<file path="src/sv/drp_pkg.sv">
package drp_pkg;

    localparam int DISP_W     = 16;
    localparam int COORD_W    = 32;
    localparam int CNT_W      = 12;
    localparam int SIZE_W     = 13;
    localparam int BASE_W     = 24;
    localparam int PARM_W     = 16;
    localparam int MAX_WIDTH  = 4096;
    localparam int MAX_HEIGHT = 4096;
    localparam int DIVR_W     = DISP_W - 1;
    localparam int Q_W        = BASE_W + 12;
    localparam int HALF_W     = Q_W / 2;
    localparam int OPD_W      = 18;
    localparam int PROD_W     = OPD_W + HALF_W + 1;
    localparam int ACC_W      = 56;
    localparam int CFG_ADDR_W = 3;

    localparam logic [CFG_ADDR_W-1:0] REG_BASELINE     = 3'd0;
    localparam logic [CFG_ADDR_W-1:0] REG_FOCAL_LENGTH = 3'd1;
    localparam logic [CFG_ADDR_W-1:0] REG_CENTER_COL   = 3'd2;
    localparam logic [CFG_ADDR_W-1:0] REG_CENTER_ROW   = 3'd3;
    localparam logic [CFG_ADDR_W-1:0] REG_IMAGE_WIDTH  = 3'd4;
    localparam logic [CFG_ADDR_W-1:0] REG_IMAGE_HEIGHT = 3'd5;

    typedef struct packed {
        logic                    pos;
        logic [DIVR_W-1:0]       disp;
        logic signed [OPD_W-1:0] dx;
        logic signed [OPD_W-1:0] dy;
        logic                    frame_end;
    } item_t;

    typedef struct packed {
        logic full;
        logic empty;
    } q_status_t;

    typedef enum logic [1:0] {
        ST_IDLE,
        ST_DIV,
        ST_MUL,
        ST_OUT
    } back_state_t;

endpackage

</file>
<file path="src/sv/drp_front.sv">
module drp_front (
    input  logic                              aclk,
    input  logic                              aresetn,
    input  logic                              s_valid,
    output logic                              s_ready,
    input  logic signed [drp_pkg::DISP_W-1:0] s_disparity,
    input  logic [drp_pkg::SIZE_W-1:0]        image_width,
    input  logic [drp_pkg::SIZE_W-1:0]        image_height,
    input  logic [drp_pkg::PARM_W-1:0]        center_col,
    input  logic [drp_pkg::PARM_W-1:0]        center_row,
    input  drp_pkg::q_status_t                q_status,
    output logic                              push,
    output drp_pkg::item_t                    item
);
    localparam logic [drp_pkg::SIZE_W-1:0] MAXW = drp_pkg::SIZE_W'(drp_pkg::MAX_WIDTH);
    localparam logic [drp_pkg::SIZE_W-1:0] MAXH = drp_pkg::SIZE_W'(drp_pkg::MAX_HEIGHT);
    localparam logic [drp_pkg::SIZE_W-1:0] ONE  = drp_pkg::SIZE_W'(1);

    logic [drp_pkg::CNT_W-1:0] col_reg, col_next, row_reg, row_next;
    logic [drp_pkg::SIZE_W-1:0] w, h;
    logic last_col, last_row;

    always_comb begin
        if (image_width == '0) begin
            w = ONE;
        end else if (image_width > MAXW) begin
            w = MAXW;
        end else begin
            w = image_width;
        end
        if (image_height == '0) begin
            h = ONE;
        end else if (image_height > MAXH) begin
            h = MAXH;
        end else begin
            h = image_height;
        end
        last_col = ({1'b0, col_reg} + ONE) >= w;
        last_row = ({1'b0, row_reg} + ONE) >= h;
        col_next = col_reg;
        row_next = row_reg;
        if (push) begin
            if (last_col) begin
                col_next = '0;
                row_next = last_row ? '0 : row_reg + 1'b1;
            end else begin
                col_next = col_reg + 1'b1;
            end
        end
    end

    assign s_ready = !q_status.full;
    assign push    = s_valid && s_ready;

    assign item.pos       = !s_disparity[drp_pkg::DISP_W-1] && (s_disparity != '0);
    assign item.disp      = s_disparity[drp_pkg::DIVR_W-1:0];
    assign item.dx        = $signed({2'b00, col_reg, 4'b0000}) - $signed({2'b00, center_col});
    assign item.dy        = $signed({2'b00, row_reg, 4'b0000}) - $signed({2'b00, center_row});
    assign item.frame_end = last_col && last_row;

    always_ff @(posedge aclk) begin
        if (!aresetn) begin
            col_reg <= '0;
            row_reg <= '0;
        end else begin
            col_reg <= col_next;
            row_reg <= row_next;
        end
    end
endmodule

</file>
<file path="src/sv/drp_queue.sv">
module drp_queue (
    input  logic               aclk,
    input  logic               aresetn,
    input  logic               push,
    input  drp_pkg::item_t     wr_item,
    input  logic               pop,
    output drp_pkg::item_t     rd_item,
    output drp_pkg::q_status_t status
);
    drp_pkg::item_t slot_reg [2];
    logic       wr_ptr_reg, rd_ptr_reg;
    logic [1:0] count_reg, count_next;

    assign status.full  = count_reg == 2'd2;
    assign status.empty = count_reg == 2'd0;
    assign rd_item      = slot_reg[rd_ptr_reg];

    always_comb begin
        count_next = count_reg;
        if (push && !pop) begin
            count_next = count_reg + 2'd1;
        end else if (pop && !push) begin
            count_next = count_reg - 2'd1;
        end
    end

    always_ff @(posedge aclk) begin
        if (push) begin
            slot_reg[wr_ptr_reg] <= wr_item;
        end
    end

    always_ff @(posedge aclk) begin
        if (!aresetn) begin
            wr_ptr_reg <= 1'b0;
            rd_ptr_reg <= 1'b0;
            count_reg  <= '0;
        end else begin
            count_reg <= count_next;
            if (push) begin
                wr_ptr_reg <= !wr_ptr_reg;
            end
            if (pop) begin
                rd_ptr_reg <= !rd_ptr_reg;
            end
        end
    end
endmodule

</file>
<file path="src/sv/drp_div.sv">
module drp_div (
    input  logic                        aclk,
    input  logic                        aresetn,
    input  logic                        start,
    input  logic [drp_pkg::Q_W-1:0]     dividend,
    input  logic [drp_pkg::DIVR_W-1:0]  divisor,
    output logic                        done,
    output logic [drp_pkg::Q_W-1:0]     quotient
);
    localparam int CW = $clog2(drp_pkg::Q_W + 1);

    logic [drp_pkg::Q_W-1:0]    quo_reg;
    logic [drp_pkg::DIVR_W-1:0] rem_reg, dvs_reg;
    logic [CW-1:0]              cnt_reg;
    logic                       busy_reg, done_reg;
    logic [drp_pkg::DIVR_W:0]   rem_sh, rem_sub;
    logic                       ge;

    assign rem_sh   = {rem_reg, quo_reg[drp_pkg::Q_W-1]};
    assign ge       = rem_sh >= {1'b0, dvs_reg};
    assign rem_sub  = rem_sh - {1'b0, dvs_reg};
    assign done     = done_reg;
    assign quotient = quo_reg;

    always_ff @(posedge aclk) begin
        if (start) begin
            quo_reg <= dividend;
            rem_reg <= '0;
            dvs_reg <= divisor;
        end else if (busy_reg) begin
            quo_reg <= {quo_reg[drp_pkg::Q_W-2:0], ge};
            rem_reg <= ge ? rem_sub[drp_pkg::DIVR_W-1:0] : rem_sh[drp_pkg::DIVR_W-1:0];
        end
    end

    always_ff @(posedge aclk) begin
        if (!aresetn) begin
            busy_reg <= 1'b0;
            done_reg <= 1'b0;
            cnt_reg  <= '0;
        end else begin
            done_reg <= 1'b0;
            if (start) begin
                busy_reg <= 1'b1;
                cnt_reg  <= CW'(drp_pkg::Q_W - 1);
            end else if (busy_reg) begin
                cnt_reg <= cnt_reg - 1'b1;
                if (cnt_reg == '0) begin
                    busy_reg <= 1'b0;
                    done_reg <= 1'b1;
                end
            end
        end
    end
endmodule

</file>
<file path="src/sv/drp_back.sv">
module drp_back (
    input  logic                               aclk,
    input  logic                               aresetn,
    input  drp_pkg::q_status_t                 q_status,
    input  drp_pkg::item_t                     head,
    output logic                               pop,
    input  logic [drp_pkg::BASE_W-1:0]         baseline,
    input  logic [drp_pkg::PARM_W-1:0]         focal_length,
    output logic                               m_valid,
    input  logic                               m_ready,
    output logic signed [drp_pkg::COORD_W-1:0] m_point_x,
    output logic signed [drp_pkg::COORD_W-1:0] m_point_y,
    output logic signed [drp_pkg::COORD_W-1:0] m_point_z,
    output logic                               m_point_valid,
    output logic                               m_saturated,
    output logic                               m_frame_end
);
    localparam int AW = drp_pkg::ACC_W;
    localparam int RW = AW - 8;

    drp_pkg::back_state_t state_reg, state_next;
    drp_pkg::item_t       item_reg;
    logic [drp_pkg::Q_W-1:0]        q_reg, div_q;
    logic                           div_done, div_start;
    logic [3:0]                     step_reg;
    logic signed [drp_pkg::PROD_W-1:0] prod_reg;
    logic signed [AW-1:0]           acc_reg;
    logic [drp_pkg::COORD_W-1:0]    res_reg [3];
    logic [2:0]                     sat_reg;
    logic signed [drp_pkg::OPD_W-1:0]  opd;
    logic [drp_pkg::HALF_W-1:0]     qhalf;
    logic signed [drp_pkg::PROD_W-1:0] prod;
    logic                           acc_neg, ovf;
    logic [AW-1:0]                  acc_mag;
    logic [RW-1:0]                  rnd;
    logic [drp_pkg::COORD_W-1:0]    rval;
    logic                           load_out, mul_end;
    logic                           m_valid_reg;

    drp_div u_div (
        .aclk     (aclk),
        .aresetn  (aresetn),
        .start    (div_start),
        .dividend ({baseline, 12'b0}),
        .divisor  (head.disp),
        .done     (div_done),
        .quotient (div_q)
    );

    always_comb begin
        case (step_reg[3:2])
            2'd0:    opd = item_reg.dx;
            2'd1:    opd = item_reg.dy;
            default: opd = $signed({2'b00, focal_length});
        endcase
        qhalf   = step_reg[0] ? q_reg[drp_pkg::Q_W-1:drp_pkg::HALF_W]
                              : q_reg[drp_pkg::HALF_W-1:0];
        prod    = opd * $signed({1'b0, qhalf});
        acc_neg = acc_reg[AW-1];
        acc_mag = acc_neg ? -acc_reg : acc_reg;
        rnd     = RW'((acc_mag + AW'(128)) >> 8);
        ovf     = acc_neg ? (rnd > RW'(64'h80000000)) : (rnd > RW'(64'h7FFFFFFF));
        if (ovf) begin
            rval = acc_neg ? 32'h80000000 : 32'h7FFFFFFF;
        end else begin
            rval = acc_neg ? -rnd[drp_pkg::COORD_W-1:0] : rnd[drp_pkg::COORD_W-1:0];
        end
    end

    assign mul_end  = step_reg == 4'd11;
    assign load_out = !m_valid_reg || m_ready;

    always_comb begin
        state_next = state_reg;
        pop        = 1'b0;
        div_start  = 1'b0;
        case (state_reg)
            drp_pkg::ST_IDLE: begin
                if (!q_status.empty) begin
                    pop        = 1'b1;
                    div_start  = head.pos;
                    state_next = head.pos ? drp_pkg::ST_DIV : drp_pkg::ST_OUT;
                end
            end
            drp_pkg::ST_DIV: begin
                if (div_done) begin
                    state_next = drp_pkg::ST_MUL;
                end
            end
            drp_pkg::ST_MUL: begin
                if (mul_end) begin
                    state_next = drp_pkg::ST_OUT;
                end
            end
            drp_pkg::ST_OUT: begin
                if (load_out) begin
                    state_next = drp_pkg::ST_IDLE;
                end
            end
            default: state_next = drp_pkg::ST_IDLE;
        endcase
    end

    always_ff @(posedge aclk) begin
        if (!aresetn) begin
            state_reg <= drp_pkg::ST_IDLE;
        end else begin
            state_reg <= state_next;
        end
    end

    always_ff @(posedge aclk) begin
        if (pop) begin
            item_reg <= head;
            sat_reg  <= '0;
        end
        if (state_reg == drp_pkg::ST_DIV && div_done) begin
            q_reg    <= div_q;
            step_reg <= '0;
        end
        if (state_reg == drp_pkg::ST_MUL) begin
            step_reg <= step_reg + 4'd1;
            case (step_reg[1:0])
                2'd0: begin
                    prod_reg <= prod;
                end
                2'd1: begin
                    acc_reg  <= AW'(prod_reg);
                    prod_reg <= prod;
                end
                2'd2: begin
                    acc_reg <= acc_reg + (AW'(prod_reg) <<< drp_pkg::HALF_W);
                end
                default: begin
                    res_reg[step_reg[3:2]] <= rval;
                    sat_reg[step_reg[3:2]] <= ovf;
                end
            endcase
        end
        if (state_reg == drp_pkg::ST_OUT && load_out) begin
            m_point_x     <= item_reg.pos ? res_reg[0] : '0;
            m_point_y     <= item_reg.pos ? res_reg[1] : '0;
            m_point_z     <= item_reg.pos ? res_reg[2] : '0;
            m_point_valid <= item_reg.pos;
            m_saturated   <= item_reg.pos && (sat_reg != '0);
            m_frame_end   <= item_reg.frame_end;
        end
    end

    always_ff @(posedge aclk) begin
        if (!aresetn) begin
            m_valid_reg <= 1'b0;
        end else if (state_reg == drp_pkg::ST_OUT && load_out) begin
            m_valid_reg <= 1'b1;
        end else if (m_ready) begin
            m_valid_reg <= 1'b0;
        end
    end

    assign m_valid = m_valid_reg;
endmodule

</file>
<file path="src/sv/disparity_to_point_reprojection_top.sv">
// Disparity-to-3D point reprojection.
// Input channel s_*: one signed Q8.8 disparity pixel per item, raster order.
// Output channel m_*: one point per pixel (Q20.12 x/y/z, point_valid,
// saturated, frame_end), in input order.
// cfg_wr_en/cfg_addr/cfg_wdata write the six camera and image registers;
// write only while the block is idle. Unknown addresses are ignored.
// A front stage tracks column/row and queues items in a two-entry queue;
// the back end runs a radix-2 divider for baseline/disparity followed by
// a shared 18x18 multiplier for the three coordinates. The back end takes
// one pixel at a time: a positive disparity goes through the divider and
// multiplier sequence, an invalid one skips both, and meanwhile the queue
// holds up to two further pixels.
// Reset (aresetn low, synchronous) clears counters, queue and output valid
// and restores register defaults. A stalled receiver holds the result in
// the output register; the queue keeps accepting until it fills.
module disparity_to_point_reprojection_top (
    input  logic                                aclk,
    input  logic                                aresetn,
    input  logic                                s_valid,
    output logic                                s_ready,
    input  logic signed [drp_pkg::DISP_W-1:0]   s_disparity,
    output logic                                m_valid,
    input  logic                                m_ready,
    output logic signed [drp_pkg::COORD_W-1:0]  m_point_x,
    output logic signed [drp_pkg::COORD_W-1:0]  m_point_y,
    output logic signed [drp_pkg::COORD_W-1:0]  m_point_z,
    output logic                                m_point_valid,
    output logic                                m_saturated,
    output logic                                m_frame_end,
    input  logic                                cfg_wr_en,
    input  logic [drp_pkg::CFG_ADDR_W-1:0]      cfg_addr,
    input  logic [drp_pkg::BASE_W-1:0]          cfg_wdata
);
    logic [drp_pkg::BASE_W-1:0] baseline_reg;
    logic [drp_pkg::PARM_W-1:0] focal_reg, ccol_reg, crow_reg;
    logic [drp_pkg::SIZE_W-1:0] width_reg, height_reg;

    drp_pkg::item_t     f_item, q_head;
    drp_pkg::q_status_t q_status;
    logic               push, pop;

    always_ff @(posedge aclk) begin
        if (!aresetn) begin
            baseline_reg <= drp_pkg::BASE_W'(491520);
            focal_reg    <= drp_pkg::PARM_W'(8000);
            ccol_reg     <= drp_pkg::PARM_W'(5120);
            crow_reg     <= drp_pkg::PARM_W'(3840);
            width_reg    <= drp_pkg::SIZE_W'(640);
            height_reg   <= drp_pkg::SIZE_W'(480);
        end else if (cfg_wr_en) begin
            case (cfg_addr)
                drp_pkg::REG_BASELINE:     baseline_reg <= cfg_wdata;
                drp_pkg::REG_FOCAL_LENGTH: focal_reg    <= cfg_wdata[drp_pkg::PARM_W-1:0];
                drp_pkg::REG_CENTER_COL:   ccol_reg     <= cfg_wdata[drp_pkg::PARM_W-1:0];
                drp_pkg::REG_CENTER_ROW:   crow_reg     <= cfg_wdata[drp_pkg::PARM_W-1:0];
                drp_pkg::REG_IMAGE_WIDTH:  width_reg    <= cfg_wdata[drp_pkg::SIZE_W-1:0];
                drp_pkg::REG_IMAGE_HEIGHT: height_reg   <= cfg_wdata[drp_pkg::SIZE_W-1:0];
                default: ;
            endcase
        end
    end

    drp_front u_front (
        .aclk         (aclk),
        .aresetn      (aresetn),
        .s_valid      (s_valid),
        .s_ready      (s_ready),
        .s_disparity  (s_disparity),
        .image_width  (width_reg),
        .image_height (height_reg),
        .center_col   (ccol_reg),
        .center_row   (crow_reg),
        .q_status     (q_status),
        .push         (push),
        .item         (f_item)
    );

    drp_queue u_queue (
        .aclk    (aclk),
        .aresetn (aresetn),
        .push    (push),
        .wr_item (f_item),
        .pop     (pop),
        .rd_item (q_head),
        .status  (q_status)
    );

    drp_back u_back (
        .aclk          (aclk),
        .aresetn       (aresetn),
        .q_status      (q_status),
        .head          (q_head),
        .pop           (pop),
        .baseline      (baseline_reg),
        .focal_length  (focal_reg),
        .m_valid       (m_valid),
        .m_ready       (m_ready),
        .m_point_x     (m_point_x),
        .m_point_y     (m_point_y),
        .m_point_z     (m_point_z),
        .m_point_valid (m_point_valid),
        .m_saturated   (m_saturated),
        .m_frame_end   (m_frame_end)
    );
endmodule
</file>
<file path="config.mk">
export PLATFORM = sky130hd
export DESIGN_NAME = disparity_to_point_reprojection_top
export DESIGN_NICKNAME = d
export VERILOG_FILES = /design/src/sv/drp_pkg.sv /design/src/sv/drp_front.sv /design/src/sv/drp_queue.sv /design/src/sv/drp_div.sv /design/src/sv/drp_back.sv /design/src/sv/disparity_to_point_reprojection_top.sv
export SDC_FILE = /design/constraint.sdc
export NUM_CORES = 2
export LEC_CHECK = 0
export BUFFER_PORTS_ARGS = -buffer_cell sky130_fd_sc_hd__buf_2
export CAP_MARGIN = 10
export CORE_MARGIN = 8
export CORE_UTILIZATION = 58
export DETAILED_ROUTE_END_ITERATION = 8
export GPL_TIMING_DRIVEN = 0
export PLACE_DENSITY = 0.8
export SLEW_MARGIN = 25
export SYNTH_ARGS = -nofsm -noshare
export SYNTH_HDL_FRONTEND = slang
export SYNTH_SLANG_ARGS = --single-unit
</file>
<file path="constraint.sdc">
create_clock -name aclk -period 7.1 [get_ports aclk]
set_input_delay 2.13 -clock aclk [delete_from_list [all_inputs] [get_ports aclk]]
set_output_delay 2.13 -clock aclk [all_outputs]
set_load 0.005 [all_outputs]
</file>
### After elaboration in Yosys (flattened, before gate mapping)

Memories as Yosys holds them, arrays and structs flattened. A register that Yosys moved wholly into a read port is not among the register bits.
Cells that the tools add are included.

* flip-flop bits (word level): 380
* memory bits (writable): 202
* logic and storage cells: 180
* memories kept: 2

* add/subtract/negate cells: 15
* multiply operators: 1
* order comparisons: 9
* equality and inequality tests: 17
* mux-type cells: 52
* bitwise operators: 2
* reductions and logical operators: 49

Memories
* u_queue.slot_reg: words 2, width 53, rd ports 1, clocked after memory_dff 1, write ports 1, RTL line drp_queue.sv:10 `drp_pkg::item_t slot_reg [2];`
* u_back.res_reg: words 3, width 32, rd ports 3, clocked after memory_dff 3, write ports 1, RTL line drp_back.sv:28 `logic [drp_pkg::COORD_W-1:0] res_reg [3];`

Operator list (count)
* $pmux W56 S2: 1
* $mux W32: 3
* $mux W36: 2
* $add A56 B55 Y56: 1
* $add A56 B8 Y56 const B: 1
* $mux W56: 1
* $neg A56 Y56: 1
* $mux W13: 4
* $gt A48 B31 Y1 const B: 1
* $gt A48 B32 Y1 const B: 1
* $mul A18 B19 Y37: 1
* $pmux W18 S2: 1
* $sub A16 B16 Y17: 2
* $neg A32 Y32: 1
* $add A12 B1 Y13 const B: 2
* $ge A13 B13 Y1: 2
* $gt A13 B13 Y1 const B: 2
* $logic_not A13 Y1: 2
* $add A12 B1 Y12 const B: 2
* $mux W12: 2
* $mux W1: 19
* $mux W18: 1
* $reduce_and A2 Y1: 9
* $ge A16 B15 Y1: 1
* other kinds (36): 82

### Longest topological paths before layout

* word-level depth: 8
* mapped depth: 32
* mapped depth without buffers: 29

### Hierarchy

From an unflattened synthesis, not the netlist that was laid out.

* cell total of the unflattened synthesis: 4297
* area, all modules: 45456.1 um2

Modules (own cells, without submodules)
* drp_back: times used 1, cells an instance 2941, area an instance 30301.6 um2, seq. area each 11110.7 um2
* drp_queue: times used 1, cells an instance 187, area an instance 4060.1 um2, seq. area each 3283.1 um2
* disparity_to_point_reprojection_top: times used 1, cells an instance 359, area an instance 3783.6 um2, seq. area each 1961.9 um2
* drp_div: times used 1, cells an instance 328, area an instance 3777.4 um2, seq. area each 1991.9 um2
* drp_front: times used 1, cells an instance 482, area an instance 3533.4 um2, seq. area each 480.5 um2

### Least setup slack after synthesis

OpenSTA, ideal clock, no wires.

* kind: register to register
* from: register u_back.step_reg[0]
* to: register u_back.prod_reg[35] (netlist name) (data pin)
* setup time: 0.265 ns
* data arrival time: 7.184 ns
* data required time: 6.835 ns
* slack: -0.349 ns
* cell stages (with the launch flop): 26
* clock period less this slack: 7.449 ns
* cells stage by stage: edfxtp_1 -> clkbuf_1 -> buf_1 -> mux2i_1 -> nor2_1 -> fa_1 -> inv_1 -> fa_1 -> fa_1 -> fa_1 -> inv_1 -> fa_1 -> inv_1 -> fa_1 -> inv_1 -> ha_1 -> nand3_1 -> a211oi_1 -> or4b_2 -> nand3_1 -> a31oi_1 -> a41oi_1 -> a31oi_1 -> a21oi_1 -> o21ai_0 -> xor2_1

* longest elaborated chain between the ends: 2

Ends and longest elaborated chain
* from (decl): RTL line drp_back.sv:25 `logic [3:0] step_reg;`
* from (signal assigned): RTL line drp_back.sv:122 `step_reg <= step_reg + 4'd1;`
* $mux W18: RTL line drp_back.sv:56 `qhalf = step_reg[0] ? q_reg[drp_pkg::Q_W-1:drp_pkg::HALF_W]`
* $mul A18 B19 Y37: RTL line drp_back.sv:58 `prod = opd * $signed({1'b0, qhalf});`
* named net u_back.prod (one bit): RTL line drp_back.sv:32 `logic signed [drp_pkg::PROD_W-1:0] prod;`
* to (signal assigned): RTL line drp_back.sv:125 `prod_reg <= prod;`
* to (signal assigned): RTL line drp_back.sv:129 `prod_reg <= prod;`
* to (decl): RTL line drp_back.sv:26 `logic signed [drp_pkg::PROD_W-1:0] prod_reg;`

The timed path passes the listed nets, and every way through them passes these cells.
A chain may end at the register's enable or synchronous reset.

### Worst setup path after layout

* from: register u_back.step_reg[2]
* to: register u_back.prod_reg[35] (netlist name) (data pin)

* longest elaborated chain between the ends: 3
* elaborated cells on any way between the ends: 4
* classes of those cells: mul: 1; eq/ne: 1; mux: 1; reduce/logical: 1

Ends and longest elaborated chain
* $eq A2 B1 Y1 / $logic_not A2 Y1 (equally long branches): RTL line drp_back.sv:51 `case (step_reg[3:2])`
* $pmux W18 S2 (*): RTL line drp_back.sv:51
* $mul A18 B19 Y37 (*): RTL line drp_back.sv:58
* named net u_back.prod (one bit): RTL line drp_back.sv:32

Mark *: on every way through the listed nets, which the timed path passes. The rest lies on a longest branch.

==> metrics.txt <==
warnings from Yosys=0; Rel. slew slack=33.71%; area leader, netlist=sky130_fd_sc_hd__edfxtp_1; max-cap check violation count=0; start point of the worst hold path=u_back.item_reg[0]; period utilisation layout=99.12%; Worst-Margin Slew=991.9 ps; setup repair after global routing missed its margin=true; kind of cell adding the most delay to the critical path=adder cells; maximum clock path buffer count=3; Yosys cell types=97; max incr delay on CP=560 ps; largest fanout on the critical path=5; count of buffers inserted at the top-level ports=147; residual overflow from global routing=0; row cnt=101; final setup fails=0; outcome=completed; Worst Path Buf+Inv=6; initial standard-cell utilization of the core=58.41%; number of failing hold endpoints at the final stage=0; most used cell along the critical path=sky130_fd_sc_hd__fa_1; top-area cell type share of the netlist area=34.30%; flip-flop count of the largest register, all copies and words added=102; Post-Synthesis Cells=4,314; DRC violation count after routing=0; Critical Path Slowest Stage Cell=sky130_fd_sc_hd__or4b_4; number of fillers in the final layout=5,262; FF+latch count, synth=673; critical path startpoint category=flip-flop; master cell of the clock root buffer=sky130_fd_sc_hd__clkbuf_16; Global Route Usage Sum=27.04%; synthesized cell area=44,210 um2; dominant synthesized flop cell=sky130_fd_sc_hd__edfxtp_1; number of antenna violations at the first check in global routing=2; largest net degree at the start of global routing=36; source-to-sink clock delay at the later pin of the worst-skew pair=630 ps; overall die width=292.1 um; first-pass GRT wire length=184,300 um; layout cell share with drive strength beyond 1=15.98%; DRT Pass-1 Iters=8; Final Slew Violations=0; most used standard cell by instance count after synthesis=sky130_fd_sc_hd__nand2_1; number of cells on the worst reg-to-reg path=25; proportion of synthesized chip area in sequential cells=41.90%; worst hold stages=0; CP Data Required Time=7470 ps; Mean Syn Cell Area=10.25 um2; setup_tns=0 ps; Critical Path Sink Type=flip-flop; H-tree level count=3; Hold Crit Class=flip-flop to flip-flop; routability congestion estimate=0.9617; vias in the first global route=34.12k; CTS tree=done; CTS buffer count=73; via total after detailed routing=34.48k; standard cell core area=75,700 um2; average routed wire per standard cell=21.53 um; WP data arrival=7400 ps; leading post-synthesis cells by cell area=sky130_fd_sc_hd__edfxtp_1 34%, sky130_fd_sc_hd__fa_1 12%, sky130_fd_sc_hd__dfxtp_1 7.6%; number of enable flip-flop cells after synthesis=505; number of nets produced by synthesis=4,872; achievable frequency=142.1 MHz; DRC violation total after the first TritonRoute iteration=3,331; sinks on the clock net=673; commonest cells in the synthesized netlist=584 x sky130_fd_sc_hd__nand2_1, 505 x sky130_fd_sc_hd__edfxtp_1, 451 x sky130_fd_sc_hd__inv_1; total wire length=122,800 um; worst hold endpoint=u_back.m_frame_end; area of the die=85,320 um2; relative area change from synthesis to final layout=16.94%; R2R Setup Slk=60 ps; worst reg2reg path endpoint=u_back.prod_reg[35]; final period demand of the worst path=7038 ps; ratio of routed vias to standard cells=6.044; origin of the critical flop-to-flop path=u_back.step_reg[2]; Post-synth ARST share=0%; classification of the worst setup path=flip-flop to flip-flop; Post-DRT Antenna Nets=0; Worst-path clk slew=70 ps; DPL Wire Length=87,310 um; Top Ports=149; Die H=292.1 um; Worst Clk Skew=23.77 ps; layout net count=5,226; final hold slack=422.4 ps
repair_timing:
action                                  CTS  global route
endpoints found under the setup margin  122           111
hold buffers                              0             0
endpoints found under the hold margin     0             0
gates resized for setup                 214           166
setup buffers                            38            78
gates cloned                              3             5
pin swaps                                26           109
metrics by stage:
stage	instances	area, um2	setup slack, ps	utilization, %
2_1_floorplan	4314	44230	-29.99	-
3_3_place_gp	5439	46190	-2404	61.01
3_5_place_dp	5459	46600	-2439	61.57
4_1_cts	5624	50370	5.091	66.54
5_1_grt	5703	51700	-129.1	68.30
6_report	5705	51700	62.45	68.31
layout by cell type (no fill, tap or decap), drive strengths merged, types with 87 or more instances in the layout:
cell and count:
nor2 336, o21ai 144, xnor2 135, ha 252
edfxtp 505, buf 311, inv 454, mux2 87
dfxtp 168, clkbuf 237, and2 128, a21boi 104
a21oi 123, fa 258, nand2 585
logic make-up (layout without fill, tap and decap cells):
group	after synthesis	in the layout	synth area share (%)
AO/OA/AOI/OAI	712	712	11.07
XOR/XNOR	188	188	3.741
adder cells (fa/ha/maj)	510	510	18.81
buffers and inverters	624	1035	5.314
flip-flops	673	673	41.90
multiplexers	143	143	3.484
other	0	2	0
AND/OR/NAND/NOR	1464	1464	15.67
worst max-delay path by stage:
| stage | startpoint | end | cells after the start |
|---|---|---|---|
| final | u_back.step_reg[2] | u_back.prod_reg[35] | 25 |
| after global routing | u_back.step_reg[2] | u_back.prod_reg[35] | 26 |
| after CTS | u_back.step_reg[2] | u_back.prod_reg[34] | 28 |
| after detailed placement | u_back.acc_reg[55] | u_back.res_reg[1][30] | 25 |
| after global placement | u_back.acc_reg[55] | u_back.res_reg[0][30] | 25 |
| after floorplan | u_back.step_reg[0] | u_back.prod_reg[35] | 25 |
layer usage:
metal / global-route usage (%) / up-vias / share of wire [%]
met1: 32.79 / 16690 / 37
met4: 11.94 / 0 / 5.6
met2: 47.11 / 1748 / 49
met3: 4.746 / 465 / 8.2
met5: 0 / - / 0
li1: - / 15580 / -
cell type report:
class | count | area (um2) | share of cell area, %
Buffer | 161 | 892.1 | 1.725
Clock buffer | 98 | 2085 | 4.032
Multi-Input combinational cell | 3017 | 24620 | 47.62
Tap cell | 978 | 1224 | 2.367
Sequential cell | 673 | 18530 | 35.83
Clock inverter | 34 | 397.9 | 0.7695
Inverter | 453 | 1700 | 3.289
Antenna cell | 2 | 5.005 | 0.009680
Timing Repair Buffer | 289 | 2252 | 4.356
Power is left out: the tool's default activity adds up to more than one toggle a clock period on the data nets, which glitch-free logic cannot reach.
